$ cat config.mk
export PLATFORM = sky130hd
export DESIGN_NAME = cs0_name_to_utf8_encoder
export DESIGN_NICKNAME = d
export VERILOG_FILES = /design/src/nue_pkg.sv /design/src/nue_encode.sv /design/src/cs0_name_to_utf8_encoder.sv
export SDC_FILE = /design/constraint.sdc
export NUM_CORES = 1
export LEC_CHECK = 0
export ABC_CLOCK_PERIOD_IN_PS = 7700
export BUFFER_PORTS_ARGS = -buffer_cell sky130_fd_sc_hd__buf_2
export CAP_MARGIN = 20
export CORE_MARGIN = 5
export CORE_UTILIZATION = 30
export DETAILED_ROUTE_END_ITERATION = 12
export PLACE_DENSITY_LB_ADDON = 0.3
export RECOVER_POWER = 100
export SETUP_SLACK_MARGIN = 0.4
export SLEW_MARGIN = 20
export SYNTH_ARGS = -nofsm -noshare
export SYNTH_HDL_FRONTEND = slang
export SYNTH_SLANG_ARGS = --single-unit
$ cat constraint.sdc
create_clock -name clk -period 7.7 [get_ports clk]
set_input_delay 0.385 -clock clk [delete_from_list [all_inputs] [get_ports clk]]
set_output_delay 0.385 -clock clk [all_outputs]
set_load 0.03 [all_outputs]
$ cat src/nue_pkg.sv
package nue_pkg;

	// Widths of the packed stream words.
	localparam int S_TDATA_W = 24;
	localparam int M_TDATA_W = 40;

	// Largest output size honored; larger capacity values are clamped to it.
	localparam int MAX_OUTPUT_BYTES = 1023;

	// Configuration register indexes.
	localparam logic CFG_EIGHT_BIT_MODE  = 1'b0;
	localparam logic CFG_OUTPUT_CAPACITY = 1'b1;

	// Character codes handled specially.
	localparam logic [15:0] CH_NULL       = 16'h0000;
	localparam logic [15:0] CH_SLASH      = 16'h002F;
	localparam logic [15:0] CH_PERIOD     = 16'h002E;
	localparam logic [7:0]  CH_UNDERSCORE = 8'h5F;

	// One accepted input item.
	typedef struct packed {
		logic [15:0] code_unit;
		logic        first_unit;
		logic        last_unit;
		logic [7:0]  name_bytes;
	} nue_item_t;

	// Per-name running state.
	typedef struct packed {
		logic [9:0] space_left;
		logic [1:0] invalid_run;
		logic [7:0] unit_count;
		logic [7:0] period_offset;
		logic       truncated_flag;
	} nue_state_t;

	// Everything the emitter needs to play out the results of one item.
	typedef struct packed {
		logic [23:0] bytes;       // byte 0 in the lowest bits
		logic [1:0]  nbytes;
		logic [1:0]  last_idx;    // index of the final result of this item
		logic [9:0]  unit_start;
		logic [9:0]  out_length;
		logic        needs_crc;
		logic [7:0]  ext_location;
		logic        last_unit;
	} nue_bundle_t;

	// Bytes written so far, floored at zero when the capacity shrank mid-name.
	function automatic logic [9:0] nue_written(input logic [9:0] cap, input logic [9:0] left);
		return (cap >= left) ? (cap - left) : 10'd0;
	endfunction

endpackage

$ cat src/nue_encode.sv
module nue_encode
	import nue_pkg::*;
(
	input  nue_item_t   item,
	input  nue_state_t  cur,
	input  logic        eight_bit_mode,
	input  logic [9:0]  cap,
	output nue_state_t  nxt,
	output nue_bundle_t bundle
);

	// Conversion of one code unit and the state update that follows it.
	always_comb begin
		nue_state_t  st;
		logic [15:0] ch;
		logic [1:0]  need;
		logic [23:0] enc;
		logic [9:0]  pos;
		logic [9:0]  nb;
		logic [9:0]  endi;
		logic [9:0]  start;
		logic [1:0]  nbytes;
		logic        hit;

		// A new name clears the per-name state first.
		if (item.first_unit) begin
			st.space_left     = cap;
			st.invalid_run    = 2'd0;
			st.unit_count     = 8'd0;
			st.period_offset  = 8'd0;
			st.truncated_flag = 1'b0;
		end else begin
			st = cur;
		end

		ch    = eight_bit_mode ? {8'h00, item.code_unit[7:0]} : item.code_unit;
		pos   = eight_bit_mode ? {2'b00, st.unit_count} : {1'b0, st.unit_count, 1'b0};
		nb    = {2'b00, item.name_bytes};
		endi  = eight_bit_mode ? nb : ((nb != 10'd0) ? (nb - 10'd1) : 10'd0);
		start = nue_written(cap, st.space_left);

		// UTF-8 encoding of a unit of at most 16 bits.
		if (ch[15:7] == 9'd0) begin
			need = 2'd1;
			enc  = {16'h0000, 1'b0, ch[6:0]};
		end else if (ch[15:11] == 5'd0) begin
			need = 2'd2;
			enc  = {8'h00, 2'b10, ch[5:0], 3'b110, ch[10:6]};
		end else begin
			need = 2'd3;
			enc  = {2'b10, ch[5:0], 2'b10, ch[11:6], 4'b1110, ch[15:12]};
		end

		nbytes = 2'd0;
		bundle.bytes = 24'd0;

		if (st.space_left == 10'd0) begin
			st.truncated_flag = 1'b1;
		end else if (ch == CH_NULL || ch == CH_SLASH) begin
			if (st.invalid_run != 2'd3) st.invalid_run = st.invalid_run + 2'd1;
		end else if ({8'd0, need} > st.space_left) begin
			if (st.invalid_run != 2'd3) st.invalid_run = st.invalid_run + 2'd1;
			st.truncated_flag = 1'b1;
		end else begin
			nbytes = need;
			bundle.bytes = enc;
			st.space_left = st.space_left - {8'd0, need};
			st.invalid_run = 2'd0;
		end

		// Period near the end of the name becomes the extension position.
		if (eight_bit_mode) begin
			hit = (nb < pos + 10'd6) && (pos + 10'd1 != endi);
		end else begin
			hit = (nb < pos + 10'd12) && (pos + 10'd2 != endi);
		end
		if (ch == CH_PERIOD && pos != 10'd1 && pos[9:8] == 2'b00 && hit) begin
			st.period_offset = pos[7:0];
		end

		// The first invalid unit of a run is replaced by one underscore.
		if (st.space_left != 10'd0 && st.invalid_run == 2'd1) begin
			bundle.bytes = {16'h0000, CH_UNDERSCORE};
			nbytes = 2'd1;
			st.space_left = st.space_left - 10'd1;
			st.invalid_run = 2'd2;
		end

		if (st.unit_count != 8'hFF) st.unit_count = st.unit_count + 8'd1;

		nxt = st;

		bundle.nbytes       = nbytes;
		bundle.unit_start   = start;
		bundle.out_length   = nue_written(cap, st.space_left);
		bundle.needs_crc    = st.truncated_flag;
		bundle.ext_location = st.period_offset;
		bundle.last_unit    = item.last_unit;
		// Bytes, then the summary on the last unit; a unit with neither gets one filler.
		if (nbytes == 2'd0) begin
			bundle.last_idx = 2'd0;
		end else begin
			bundle.last_idx = nbytes - 2'd1 + {1'b0, item.last_unit};
		end
	end

endmodule

$ cat src/cs0_name_to_utf8_encoder.sv
// Pipeline: an accepted item goes through the input register into the result register.
// Throughput: one result per cycle while m_tready is high; an item gives 1 to 4 results
// (its UTF-8 bytes, the summary on the last unit, or a filler when it has neither),
// played out by the single result register, refilled as its final result leaves.
// Reset: arst_n clears all control state at once; eight_bit_mode resets to 1,
// output_capacity to 255, and the name state to an empty name of 255 bytes.
module cs0_name_to_utf8_encoder
	import nue_pkg::*;
(
	input  logic                 clk,
	input  logic                 arst_n,
	input  logic                 s_tvalid,
	output logic                 s_tready,
	input  logic [S_TDATA_W-1:0] s_tdata,   // code_unit[15:0], name_bytes[23:16]
	input  logic                 s_tuser,   // first_unit
	input  logic                 s_tlast,   // last_unit
	output logic                 m_tvalid,
	input  logic                 m_tready,
	output logic [M_TDATA_W-1:0] m_tdata,   // out_byte[7:0], unit_start[17:8],
	                                        // ext_location[25:18], out_length[35:26], zero
	output logic [2:0]           m_tuser,   // byte_valid[0], needs_crc[1], name_done[2]
	output logic                 m_tlast,   // last_of_run
	input  logic                 cfg_valid,
	output logic                 cfg_ready,
	input  logic                 cfg_index,
	input  logic [9:0]           cfg_data
);

	logic        eight_bit_mode_q;
	logic [9:0]  output_capacity_q;
	logic [9:0]  cap;
	nue_state_t  state_q;
	nue_state_t  state_nxt;
	nue_item_t   item_s1;
	logic        valid_s1;
	nue_bundle_t bundle;
	nue_bundle_t res_q;
	logic        res_valid_q;
	logic [1:0]  idx_q;
	logic        res_final;
	logic        load;
	logic        is_byte;
	logic        is_summary;
	logic [7:0]  byte_sel;

	// Configuration registers.
	assign cfg_ready = 1'b1;

	always_ff @(posedge clk or negedge arst_n) begin
		if (!arst_n) begin
			eight_bit_mode_q  <= 1'b1;
			output_capacity_q <= 10'd255;
		end else if (cfg_valid) begin
			unique case (cfg_index)
				CFG_EIGHT_BIT_MODE:  eight_bit_mode_q  <= cfg_data[0];
				CFG_OUTPUT_CAPACITY: output_capacity_q <= cfg_data;
			endcase
		end
	end

	assign cap = (32'(output_capacity_q) > MAX_OUTPUT_BYTES) ?
	             10'(MAX_OUTPUT_BYTES) : output_capacity_q;

	// Input register.
	assign res_final = (idx_q == res_q.last_idx);
	assign load      = valid_s1 && (!res_valid_q || (m_tready && res_final));
	assign s_tready  = !valid_s1 || load;

	always_ff @(posedge clk or negedge arst_n) begin
		if (!arst_n) begin
			valid_s1 <= 1'b0;
		end else if (s_tready) begin
			valid_s1 <= s_tvalid;
		end
	end

	always_ff @(posedge clk) begin
		if (s_tready && s_tvalid) begin
			item_s1.code_unit  <= s_tdata[15:0];
			item_s1.name_bytes <= s_tdata[23:16];
			item_s1.first_unit <= s_tuser;
			item_s1.last_unit  <= s_tlast;
		end
	end

	nue_encode u_encode (
		.item           (item_s1),
		.cur            (state_q),
		.eight_bit_mode (eight_bit_mode_q),
		.cap            (cap),
		.nxt            (state_nxt),
		.bundle         (bundle)
	);

	// Name state advances when an item moves into the result register.
	always_ff @(posedge clk or negedge arst_n) begin
		if (!arst_n) begin
			state_q.space_left     <= 10'd255;
			state_q.invalid_run    <= 2'd0;
			state_q.unit_count     <= 8'd0;
			state_q.period_offset  <= 8'd0;
			state_q.truncated_flag <= 1'b0;
		end else if (load) begin
			state_q <= state_nxt;
		end
	end

	// Result register: one result of the held item per cycle while m_tready is high.
	always_ff @(posedge clk or negedge arst_n) begin
		if (!arst_n) begin
			res_valid_q <= 1'b0;
			idx_q       <= 2'd0;
		end else if (load) begin
			res_valid_q <= 1'b1;
			idx_q       <= 2'd0;
		end else if (res_valid_q && m_tready) begin
			if (res_final) begin
				res_valid_q <= 1'b0;
			end else begin
				idx_q <= idx_q + 2'd1;
			end
		end
	end

	always_ff @(posedge clk) begin
		if (load) begin
			res_q <= bundle;
		end
	end

	// Output fields of the current result.
	always_comb begin
		case (idx_q)
			2'd0:    byte_sel = res_q.bytes[7:0];
			2'd1:    byte_sel = res_q.bytes[15:8];
			2'd2:    byte_sel = res_q.bytes[23:16];
			default: byte_sel = 8'h00;
		endcase
	end

	assign is_byte    = ({1'b0, idx_q} < {1'b0, res_q.nbytes});
	assign is_summary = !is_byte && res_q.last_unit;

	assign m_tvalid = res_valid_q;
	assign m_tlast  = res_final;
	assign m_tuser  = {is_summary, res_q.needs_crc, is_byte};
	assign m_tdata  = {4'd0, res_q.out_length, res_q.ext_location,
	                   (is_summary ? res_q.out_length : res_q.unit_start),
	                   (is_byte ? byte_sel : 8'h00)};

	// A summary result always closes the run of its item.
	a_summary_last: assert property (@(posedge clk) disable iff (!arst_n)
		m_tvalid && m_tuser[2] |-> m_tlast)
		else $error("summary result not marked last of run");

	// A result never carries a byte and the summary at once.
	a_byte_or_summary: assert property (@(posedge clk) disable iff (!arst_n)
		m_tvalid |-> !(m_tuser[0] && m_tuser[2]))
		else $error("result marked both byte and summary");

	// The result index never passes the final result of the held item.
	a_idx_range: assert property (@(posedge clk) disable iff (!arst_n)
		res_valid_q |-> (idx_q <= res_q.last_idx))
		else $error("result index beyond final result");

	// An accepted item is held in the input register next cycle.
	a_accept_holds: assert property (@(posedge clk) disable iff (!arst_n)
		s_tvalid && s_tready |=> valid_s1)
		else $error("accepted item lost from input register");

endmodule

==> results.yml, run 1 <==
job:
  maxCapViolations: 3
clock_network:
  cts_tree: "done"
  worstSkewPairLatency_ns: 0.43
  cts_made_buffers: 17
  cts_setup_buffers: 0
  clockRootBuffer: "clkbuf_16"
  clock_sinks: 125
  cts_buffer_depth: 2
  htreeDepth: 4
  cts_resized: 0
  hold_buffers: 0
  cts.clk_slew.worst_paths_ns: 0.06
final_layout:
  diodes: 0
  area_growth_pct: 13.1
  nFillCells: 2947
  ff_latch_area_um2: 3550
  drive_gt1_share_pct: 12.7
  fin_nets: 1055
  fin_util_pct: 34.1
  multi_input_area_um2: 4530
timing:
  period_share_pct: 87.9
  timing.fmax_ghz: 0.148
  setup_viol: 0
  hold_violations: 0
  setup_tns_ns: 0
  slew_headroom_pct: -137
  finalMaxSlewViolations: 142
  tightest_slew_ns: 3.56
  layout_min_cycle_time_ns: 6.77
  fin_skew_ns: 0.0135
  rsz0062_at_grt: "false"
yosys:
  synthCells: 898
  ys.flop_type: "edfxtp_1"
  synthMuxAreaShare_pct: 3.50
  synthXorXnorAreaFrac_pct: 5.56
  synth_top_family_by_area: "simple AND/OR/NAND/NOR gates"
  synth_compound_area_share_pct: 16.8
  synth-edff-count: 81
  synth.ff_latch_count: 125
  synthesis.area_um2: 8580
  synthArstFlopShare_pct: 35.2
  ys_types: 85
  synthAdderAreaFrac_pct: 8.47
  yosys.area_share.simple_pct: 18.4
  avgSynthCellArea_um2: 9.55
  ys_seq_area_share_pct: 41.4
  ys.warnings.count: 0
routing:
  ant_nets: 0
  first_iter_violations: 505
  totalWireLength_um: 22300
  wl_per_cell_um: 16.4
  drtPass1Iterations: 5
  drc_errors: 0
  vias_per_cell: 4.98
  vias: 6745
worst_hold_path:
  hp-class: "primary input to register"
  hold_depth: 1
  min_to: "item_s1[0]$_DFFE_PP_"
  hp-start: "s_tdata[16]"
floorplan:
  fp-row-count: 62
  pin_count: 89
  start_util_pct: 30.1
  core_area_um2: 28500
  dieArea_um2: 32100
  die_y_um: 179
  die_w_um: 179
critical_path:
  cp.required_ns: 7.86
  cp_common_cell: "ha_1"
  reg2regPathDepth: 25
  path_max_fanout: 31
  critPathMaxStageDelay_ns: 0.90
  critical_path.slowest_cell: "dfstp_2"
  critPathLaunchType: "register"
  criticalPathCategory: "register to register"
  arrival_ns: 6.93
  rr_startpoint: "eight_bit_mode_q$_DFFE_PN1P_"
  r2r-end: "m_tdata[28]$_SDFFCE_PN0P_"
  cp-end-kind: "register"
  path_delay_family: "compound AO/OA/AOI/OAI gates"
  reg2reg_slack_ns: 0.93
  critical_path_buf_inv_count: 3
grt:
  grt_pass1_wl_um: 35100
  grtUsageTotal_pct: 14.0
  antenna_found_initial: 0
  grt_max_degree: 70
  grt_pass1_vias: 6427
  grt_overflow: 0
pwr:
  leakagePower_nw: 3.72
  ir_drop_uv: 119
  cellPowerDensity_nw_per_um2: 390
run_status:
  violations: "capacitance limit, slew limit"
  status: "finished with violations"
placement:
  globalplace.congestion: 0.851
  io_buffers: 83
  dpl.hpwl_um: 16600
[kinds of logic after synthesis]
family                   count (synthesis)
AND/OR/NAND/NOR                        320
AO/OA/AOI/OAI                          217
flip-flops                             125
buffers and inverters                   97
adder cells (fa/ha/maj)                 57
XOR/XNOR                                52
multiplexers                            28
other                                    2
[worst max path at each step]
stage,start,to,slack (ns),depth (start not counted)
3_3_place_gp,eight_bit_mode_q$_DFFE_PN1P_,m_tdata[28]$_SDFFCE_PN0P_,1.09,25
3_5_place_dp,eight_bit_mode_q$_DFFE_PN1P_,m_tdata[28]$_SDFFCE_PN0P_,0.97,25
4_1_cts,eight_bit_mode_q$_DFFE_PN1P_,m_tdata[28]$_SDFFCE_PN0P_,0.93,25
5_1_grt,eight_bit_mode_q$_DFFE_PN1P_,m_tdata[28]$_SDFFCE_PN0P_,0.24,25
6_report,eight_bit_mode_q$_DFFE_PN1P_,m_tdata[28]$_SDFFCE_PN0P_,0.93,25
2_1_floorplan,item_s1[9]$_DFFE_PP_,m_tdata[28]$_SDFFCE_PN0P_,1.54,27
[flip-flops by register name, summed over array words and instances (netlist names)]
signal            cells
res_q                36
item_s1              26
cap                  10
state_q              29
m_tuser               1
valid_s1              1
eight_bit_mode_q      1
m_tvalid              1
idx_q                 2
m_tdata              18
[report_power, final]
| part | switching [W] | total [W] | leakage [nW] | internal, W |
|---|---|---|---|---|
| Combinational | 0.00122 | 0.00185 | 2.16 | 0.000631 |
| Clock | 0.000340 | 0.000793 | 0.278 | 0.000453 |
| Sequential | 0.000136 | 0.00114 | 1.28 | 0.00100 |
| Total | 0.00170 | 0.00378 | 3.72 | 0.00208 |
[per-stage QoR]
stage / total power [W] / std cells / setup slack (ns) / area (um2) / hold slack (ns)
floorplan: 0.00257 / 901 / 1.54 / 8590 / 0.0894
CTS: 0.00383 / 1354 / 0.927 / 9790 / 0.0701
global route: 0.00408 / 1354 / 0.239 / 9700 / 0.110
detailed placement: 0.00302 / 1322 / 0.969 / 9220 / 0.452
finish: 0.00378 / 1354 / 0.932 / 9700 / 0.128
global placement: 0.00302 / 1322 / 1.09 / 9220 / 0.449
[final cells by class]
cell class	instances	area share, %
Multi-Input combinational cell	679	46.6
Timing Repair Buffer	91	4.19
Clock buffer	17	4.38
Inverter	43	1.66
Tap cell	384	4.95
Clock inverter	15	1.53
Sequential cell	125	36.6
[worst register-to-register path: cells and delay by family (launching register included)]
family	cells	cell delay [ns]
xor gates and xnor gates	1	0.31
and+or+nand+nor	8	1.54
buffers and inverters	3	0.27
AOI/OAI and AO/OA	8	2.36
adders and majority gates	5	1.13
DFF	1	0.90
[layout by cell type, fill, tap and decap left out, drive strengths merged, types with 18 or more instances in the layout]
master	instances
a21oi	58
buf	42
clkbuf	66
dfrtp	27
edfxtp	81
ha	54
inv	51
nand2	102
nand2b	19
nand3	18
nor2	73
nor3	29
o21ai	61
xnor2	34
[Yosys cell counts (all sizes together) (17+ instances only)]
| cell type | count | area, um2 |
|---|---|---|
| nor2 | 73 | 279 |
| o21ai | 61 | 324 |
| dfrtp | 27 | 676 |
| dfstp | 17 | 447 |
| ha | 54 | 676 |
| clkbuf | 17 | 63.8 |
| nand2b | 19 | 119 |
| xnor2 | 34 | 305 |
| inv | 43 | 161 |
| buf | 37 | 263 |
| nand3 | 18 | 90.1 |
| nor3 | 29 | 156 |
| edfxtp | 81 | 2430 |
| nand2 | 102 | 383 |
| a21oi | 58 | 290 |
| xor2 | 17 | 149 |
[layer usage]
metal / global-route usage, % / vias to the layer above / part of all wire (%)
met5: 0 / - / 0
met4: 4.63 / 0 / 2.0
met2: 23.2 / 171 / 49
met1: 18.5 / 3167 / 45
met3: 2.59 / 35 / 4.3
li1: - / 3372 / -
No activity file was read; power rests on OpenSTA's default activity.
==> run 2: changes to the inputs <==
--- a/config.mk
+++ b/config.mk
@@ -13,6 +13,7 @@
 export DETAILED_ROUTE_END_ITERATION = 12
 export PLACE_DENSITY_LB_ADDON = 0.3
 export RECOVER_POWER = 100
+export REMOVE_ABC_BUFFERS = 1
 export SETUP_SLACK_MARGIN = 0.4
 export SLEW_MARGIN = 20
 export SYNTH_ARGS = -nofsm -noshare
==> results.yml, run 2 (synthesis gave the netlist of run 1 again) <==
critical_path:
  path_max_fanout: 16
  arrival_ns: 6.98
  cp-end-kind: "register"
  critPathMaxStageDelay_ns: 0.51
  reg2regPathDepth: 25
  critical_path.slowest_cell: "o21ai_0"
  cp_common_cell: "ha_1"
  r2r-end: "m_tdata[28]$_SDFFCE_PN0P_"
  criticalPathCategory: "register to register"
  rr_startpoint: "item_s1[18]$_DFFE_PP_"
  path_delay_family: "compound AO/OA/AOI/OAI gates"
  crit_cells: 25
  critical_path_buf_inv_count: 2
  cp.required_ns: 7.86
  critPathLaunchType: "register"
  reg2reg_slack_ns: 0.88
clock_network:
  clockRootBuffer: "clkbuf_16"
  htreeDepth: 4
  cts_buffer_depth: 2
  clock_sinks: 125
  cts_tree: "done"
  cts_made_buffers: 17
  worstSkewPairLatency_ns: 0.42
  cts.clk_slew.worst_paths_ns: 0.06
final_layout:
  ff_latch_area_um2: 3560
  largest-register: "res_q"
  largest_reg_flops: 36
  nFillCells: 2893
  drive_gt1_share_pct: 12.6
  area_growth_pct: 13.2
  mostFrequentLayoutCells: "nand2_1, edfxtp_1, nor2_1, a21oi_1, o21ai_0"
  reg_top3: "res_q x36, state_q x29, item_s1 x26"
  layout_commonest_cell: "nand2_1"
  fin_nets: 1055
  multi_input_area_um2: 4540
  diodes: 0
run_status:
  status: "finished with violations"
  violations: "capacitance limit, slew limit"
pwr:
  leakagePower_nw: 3.71
  ir_drop_uv: 187
  cellPowerDensity_nw_per_um2: 389
floorplan:
  core_area_um2: 28500
  fp-row-count: 62
  start_util_pct: 30.1
  die_w_um: 179
  pin_count: 89
  dieArea_um2: 32100
  die_y_um: 179
worst_hold_path:
  min_to: "item_s1[0]$_DFFE_PP_"
  hp-start: "s_tdata[16]"
  hold_depth: 1
  hp-class: "primary input to register"
routing:
  totalWireLength_um: 22400
  ant_nets: 0
  vias_per_cell: 4.99
  vias: 6757
  drc_errors: 0
  first_iter_violations: 425
  wl_per_cell_um: 16.6
  drtPass1Iterations: 5
timing:
  setup_tns_ns: 0
  timing.fmax_ghz: 0.147
  finalMaxSlewViolations: 121
  period_share_pct: 88.6
  layout_min_cycle_time_ns: 6.82
  tightest_slew_ns: 2.60
  slew_headroom_pct: -73.5
  whs_ns: 0.136
  hold_violations: 0
  rsz0062_at_grt: "false"
  fin_skew_ns: 0.00954
  setup_viol: 0
grt:
  grt_pass1_vias: 6496
  antenna_found_initial: 0
  grt_max_degree: 58
  grtUsageTotal_pct: 13.9
  grt_overflow: 0
  grt_pass1_wl_um: 35200
placement:
  io_buffers: 83
  dpl.hpwl_um: 16600
  globalplace.congestion: 0.885
job:
  maxCapViolations: 3
-- run 2: cell count changes in the layout (fill, tap and decap cells not counted), moves of 2 or more --
cell      before  now
buf_2         37   35
inv_6          7    5
clkbuf_1      49   51
inv_8          1    6
clkinv_4       3    1
-- run 2: worst register-to-register path, cell delays in order (launching register included) --
cell	delay, ns
edfxtp_1	0.46
or3_1	0.45
a21oi_1	0.39
nor2_1	0.12
inv_1	0.10
ha_1	0.17
inv_1	0.05
ha_1	0.26
a2111o_1	0.39
and3_1	0.38
o21ai_0	0.51
ha_1	0.25
and4b_1	0.24
a41oi_1	0.27
xnor2_1	0.30
ha_1	0.23
fa_1	0.25
nand2_1	0.09
a21oi_1	0.19
nand3b_1	0.15
nor2_1	0.06
a211oi_1	0.19
o21ai_1	0.17
or4_1	0.45
o21ai_2	0.35
nor3_1	0.11
-- run 2: repair_timing --
item                                    in CTS  in global routing
hold buffers                                 0                  0
endpoints found under the setup margin       0                 10
resized for setup                            0                  2
buffers inserted                             0                  0
endpoints found under the hold margin        0                  0
-- run 2: where the power goes --
part           total [W]  internal (W)  switching (W)
clock network   0.000784      0.000430       0.000354
registers        0.00113      0.000994       0.000138
logic            0.00186      0.000634        0.00123
total            0.00378       0.00206        0.00172
-- run 2: per-layer routing --
layer	share of wire (%)	global-route usage, %	vias up
li1	-	-	3371
met1	45	18.3	3215
met2	49	23.7	151
met3	4.4	2.57	20
met4	1.2	3.40	0
met5	0	0	-
-- run 2: final cells by class --
class / count / area share [%]
clock buffers: 17 / 4.38
flip-flops and latches: 125 / 36.6
multi-input cells: 679 / 46.7
clock inverters: 15 / 1.47
well taps: 384 / 4.95
repair buffers: 91 / 4.16
inverters: 43 / 1.66
-- run 2: worst max path at each step --
stage	endpoint	slack [ns]	from
final	m_tdata[28]$_SDFFCE_PN0P_	0.88	item_s1[18]$_DFFE_PP_
after floorplan	m_tdata[28]$_SDFFCE_PN0P_	1.22	item_s1[9]$_DFFE_PP_
after global routing	m_tdata[32]$_SDFFCE_PN0P_	0.30	item_s1[22]$_DFFE_PP_
after global placement	m_tdata[28]$_SDFFCE_PN0P_	1.15	eight_bit_mode_q$_DFFE_PN1P_
after CTS	m_tdata[28]$_SDFFCE_PN0P_	0.88	eight_bit_mode_q$_DFFE_PN1P_
after detailed placement	m_tdata[28]$_SDFFCE_PN0P_	0.91	eight_bit_mode_q$_DFFE_PN1P_
-- run 2: stage by stage --
stage | instance area, um2 | setup slack [ns] | total power (W) | util [%] | cells
after detailed placement | 9220 | 0.912 | 0.00303 | 32.4 | 1322
final | 9710 | 0.879 | 0.00378 | 34.1 | 1354
after floorplan | 8260 | 1.22 | 0.00251 | - | 847
after global routing | 9710 | 0.299 | 0.00406 | 34.1 | 1354
after CTS | 9790 | 0.878 | 0.00383 | 34.4 | 1354
after global placement | 9220 | 1.15 | 0.00302 | 32.4 | 1322
==> run 3: changes to the inputs <==
--- a/config.mk
+++ b/config.mk
@@ -7,9 +7,10 @@
 export LEC_CHECK = 0
 export ABC_CLOCK_PERIOD_IN_PS = 7700
 export BUFFER_PORTS_ARGS = -buffer_cell sky130_fd_sc_hd__buf_2
-export CAP_MARGIN = 20
+export CAP_MARGIN = 40
 export CORE_MARGIN = 5
 export CORE_UTILIZATION = 30
+export CTS_BUF_LIST = sky130_fd_sc_hd__clkbuf_16
 export DETAILED_ROUTE_END_ITERATION = 12
 export PLACE_DENSITY_LB_ADDON = 0.3
 export RECOVER_POWER = 100
==> results.yml, run 3 (synthesis gave the netlist of run 1 again) <==
run_status:
  status: "finished with violations"
  violations: "capacitance limit, slew limit"
timing:
  worst_slack_ns: 0.927
  tightest_slew_ns: 2.60
  slew_headroom_pct: -73.3
  finalMaxSlewViolations: 72
  setup_viol: 0
  period_share_pct: 88.0
  fin_skew_ns: 0.0253
  rsz0062_at_grt: "false"
  timing.fmax_ghz: 0.148
  layout_min_cycle_time_ns: 6.77
  setup_tns_ns: 0
  hold_violations: 0
placement:
  pre_cts_ws_ns: 0.915
  placed_cell_area_um2: 9270
  dpl.hpwl_um: 16600
  globalplace.congestion: 0.885
  io_buffers: 83
pwr:
  power_frac_comb_pct: 48.9
  switching_power_w: 0.00167
  leakagePower_nw: 3.75
  power_frac_seq_pct: 29.7
  p_int_w: 0.00214
  clock_power_share_pct: 21.5
  cellPowerDensity_nw_per_um2: 390
  ir_drop_uv: 186
  switching_share_pct: 43.9
  power_w: 0.00381
final_layout:
  stdcell_area_um2: 9750
  mostFrequentLayoutCells: "nand2_1, edfxtp_1, nor2_1, o21ai_0, a21oi_1"
  diodes: 0
  largest_reg_flops: 36
  area_growth_pct: 13.7
  multi_input_area_um2: 4520
  nFillCells: 2917
  largest-register: "res_q"
  layout_commonest_cell: "nand2_1"
  ff_latch_area_um2: 3560
  reg_top3: "res_q x36, state_q x29, item_s1 x26"
  fin_nets: 1059
  fin_util_pct: 34.2
  drive_gt1_share_pct: 12.4
clock_network:
  cts.clk_slew.worst_paths_ns: 0.06
  cts_tree: "done"
  cts_buffer_depth: 2
  cts_made_buffers: 17
  worstSkewPairLatency_ns: 0.43
  clockRootBuffer: "clkbuf_16"
  htreeDepth: 4
  clock_sinks: 125
worst_hold_path:
  hp-class: "primary input to register"
  hold_depth: 1
floorplan:
  dieArea_um2: 32100
  die_w_um: 179
  die_y_um: 179
  pin_count: 89
  core_area_um2: 28500
  start_util_pct: 30.1
  fp-row-count: 62
routing:
  totalWireLength_um: 22300
  drtPass1Iterations: 6
  vias_per_cell: 5.03
  drc_errors: 0
  ant_nets: 0
  vias: 6819
  first_iter_violations: 505
  wl_per_cell_um: 16.4
critical_path:
  path_max_fanout: 19
  arrival_ns: 6.93
  critPathLaunchType: "register"
  cp.required_ns: 7.86
  reg2reg_slack_ns: 0.93
  reg2regPathDepth: 26
  criticalPathCategory: "register to register"
  cp-end-kind: "register"
grt:
  grtUsageTotal_pct: 13.9
  grt_overflow: 0
  grt_pass1_vias: 6536
  grt_pass1_wl_um: 35100
  antenna_found_initial: 0
  grt_max_degree: 58
job:
  maxCapViolations: 2
## run 3: changes by cell type in the layout (fill, tap and decap cells not counted), sizes merged
cell	delta
clkinvlp	-2
inv	-8
buf	+4
clkinv	+6
bufinv	+3
## run 3: per-stage QoR
step / cells / hold WS, ns
floorplan: 847 / 0.0894
global placement: 1322 / 0.443
detailed placement: 1326 / 0.454
CTS: 1357 / 0.0695
global route: 1357 / 0.116
finish: 1357 / 0.136
## run 3: per-layer routing
| metal | wire length [um] | track usage (%) | share of wire, % |
|---|---|---|---|
| met4 | 351 | 4.89 | 1.6 |
| met5 | 0 | 0 | 0 |
| met2 | 10900 | 23.6 | 49 |
| met3 | 1150 | 2.57 | 5.2 |
| met1 | 9890 | 17.8 | 44 |
## run 3: final cells by class
class / count / area share, %
sequential: 125 / 36.5
timing repair buffer: 95 / 4.44
clock buffer: 17 / 4.36
tap: 384 / 4.93
clock inverter: 14 / 1.76
multi-input combinational: 679 / 46.4
inverter: 43 / 1.66
## run 3: worst paths after layout
path,startpoint,to
setup / recovery,item_s1[22]$_DFFE_PP_,m_tdata[32]$_SDFFCE_PN0P_
setup reg to reg,item_s1[22]$_DFFE_PP_,m_tdata[32]$_SDFFCE_PN0P_
max in group asynchronous,arst_n,state_q[17]$_DFFE_PN0P_
hold reg to reg,state_q[21]$_DFFE_PN1P_,state_q[21]$_DFFE_PN1P_
min in group asynchronous,arst_n,cap[9]$_DFFE_PN0P_
hold / removal,s_tdata[23],item_s1[7]$_DFFE_PP_
## run 3: worst max-delay path: stages (launching register included)
cell	delay, ns
edfxtp_1	0.39
nor4_1	0.56
a21oi_1	0.14
buf_4	0.22
nor2_1	0.17
inv_1	0.08
ha_1	0.20
inv_1	0.06
ha_1	0.28
a2111o_1	0.16
and3_1	0.50
o21ai_0	0.30
ha_1	0.27
and4b_1	0.20
a41oi_1	0.46
xnor2_1	0.21
ha_1	0.23
fa_1	0.25
nand2_1	0.08
a21oi_1	0.18
nand3b_1	0.15
nor2_1	0.06
a211oi_1	0.19
o21ai_0	0.22
or4_1	0.48
o21ai_2	0.35
nor2_1	0.12
## run 3: power groups by stage
stage / Sequential, W / Combinational, W / Clock [W]
final: 0.00113 / 0.00186 / 0.000817
after global routing: 0.00115 / 0.00208 / 0.000870
after global placement: 0.00114 / 0.00188 / 0
after detailed placement: 0.00113 / 0.00191 / 0
after CTS: 0.00112 / 0.00192 / 0.000841
after floorplan: 0.00117 / 0.00134 / 0
## run 3: repair_timing
item / in CTS / in global routing
setup buffers: 0 / 0
hold buffers: 0 / 0
endpoints found under the setup margin: 0 / 10
resized for setup: 0 / 1
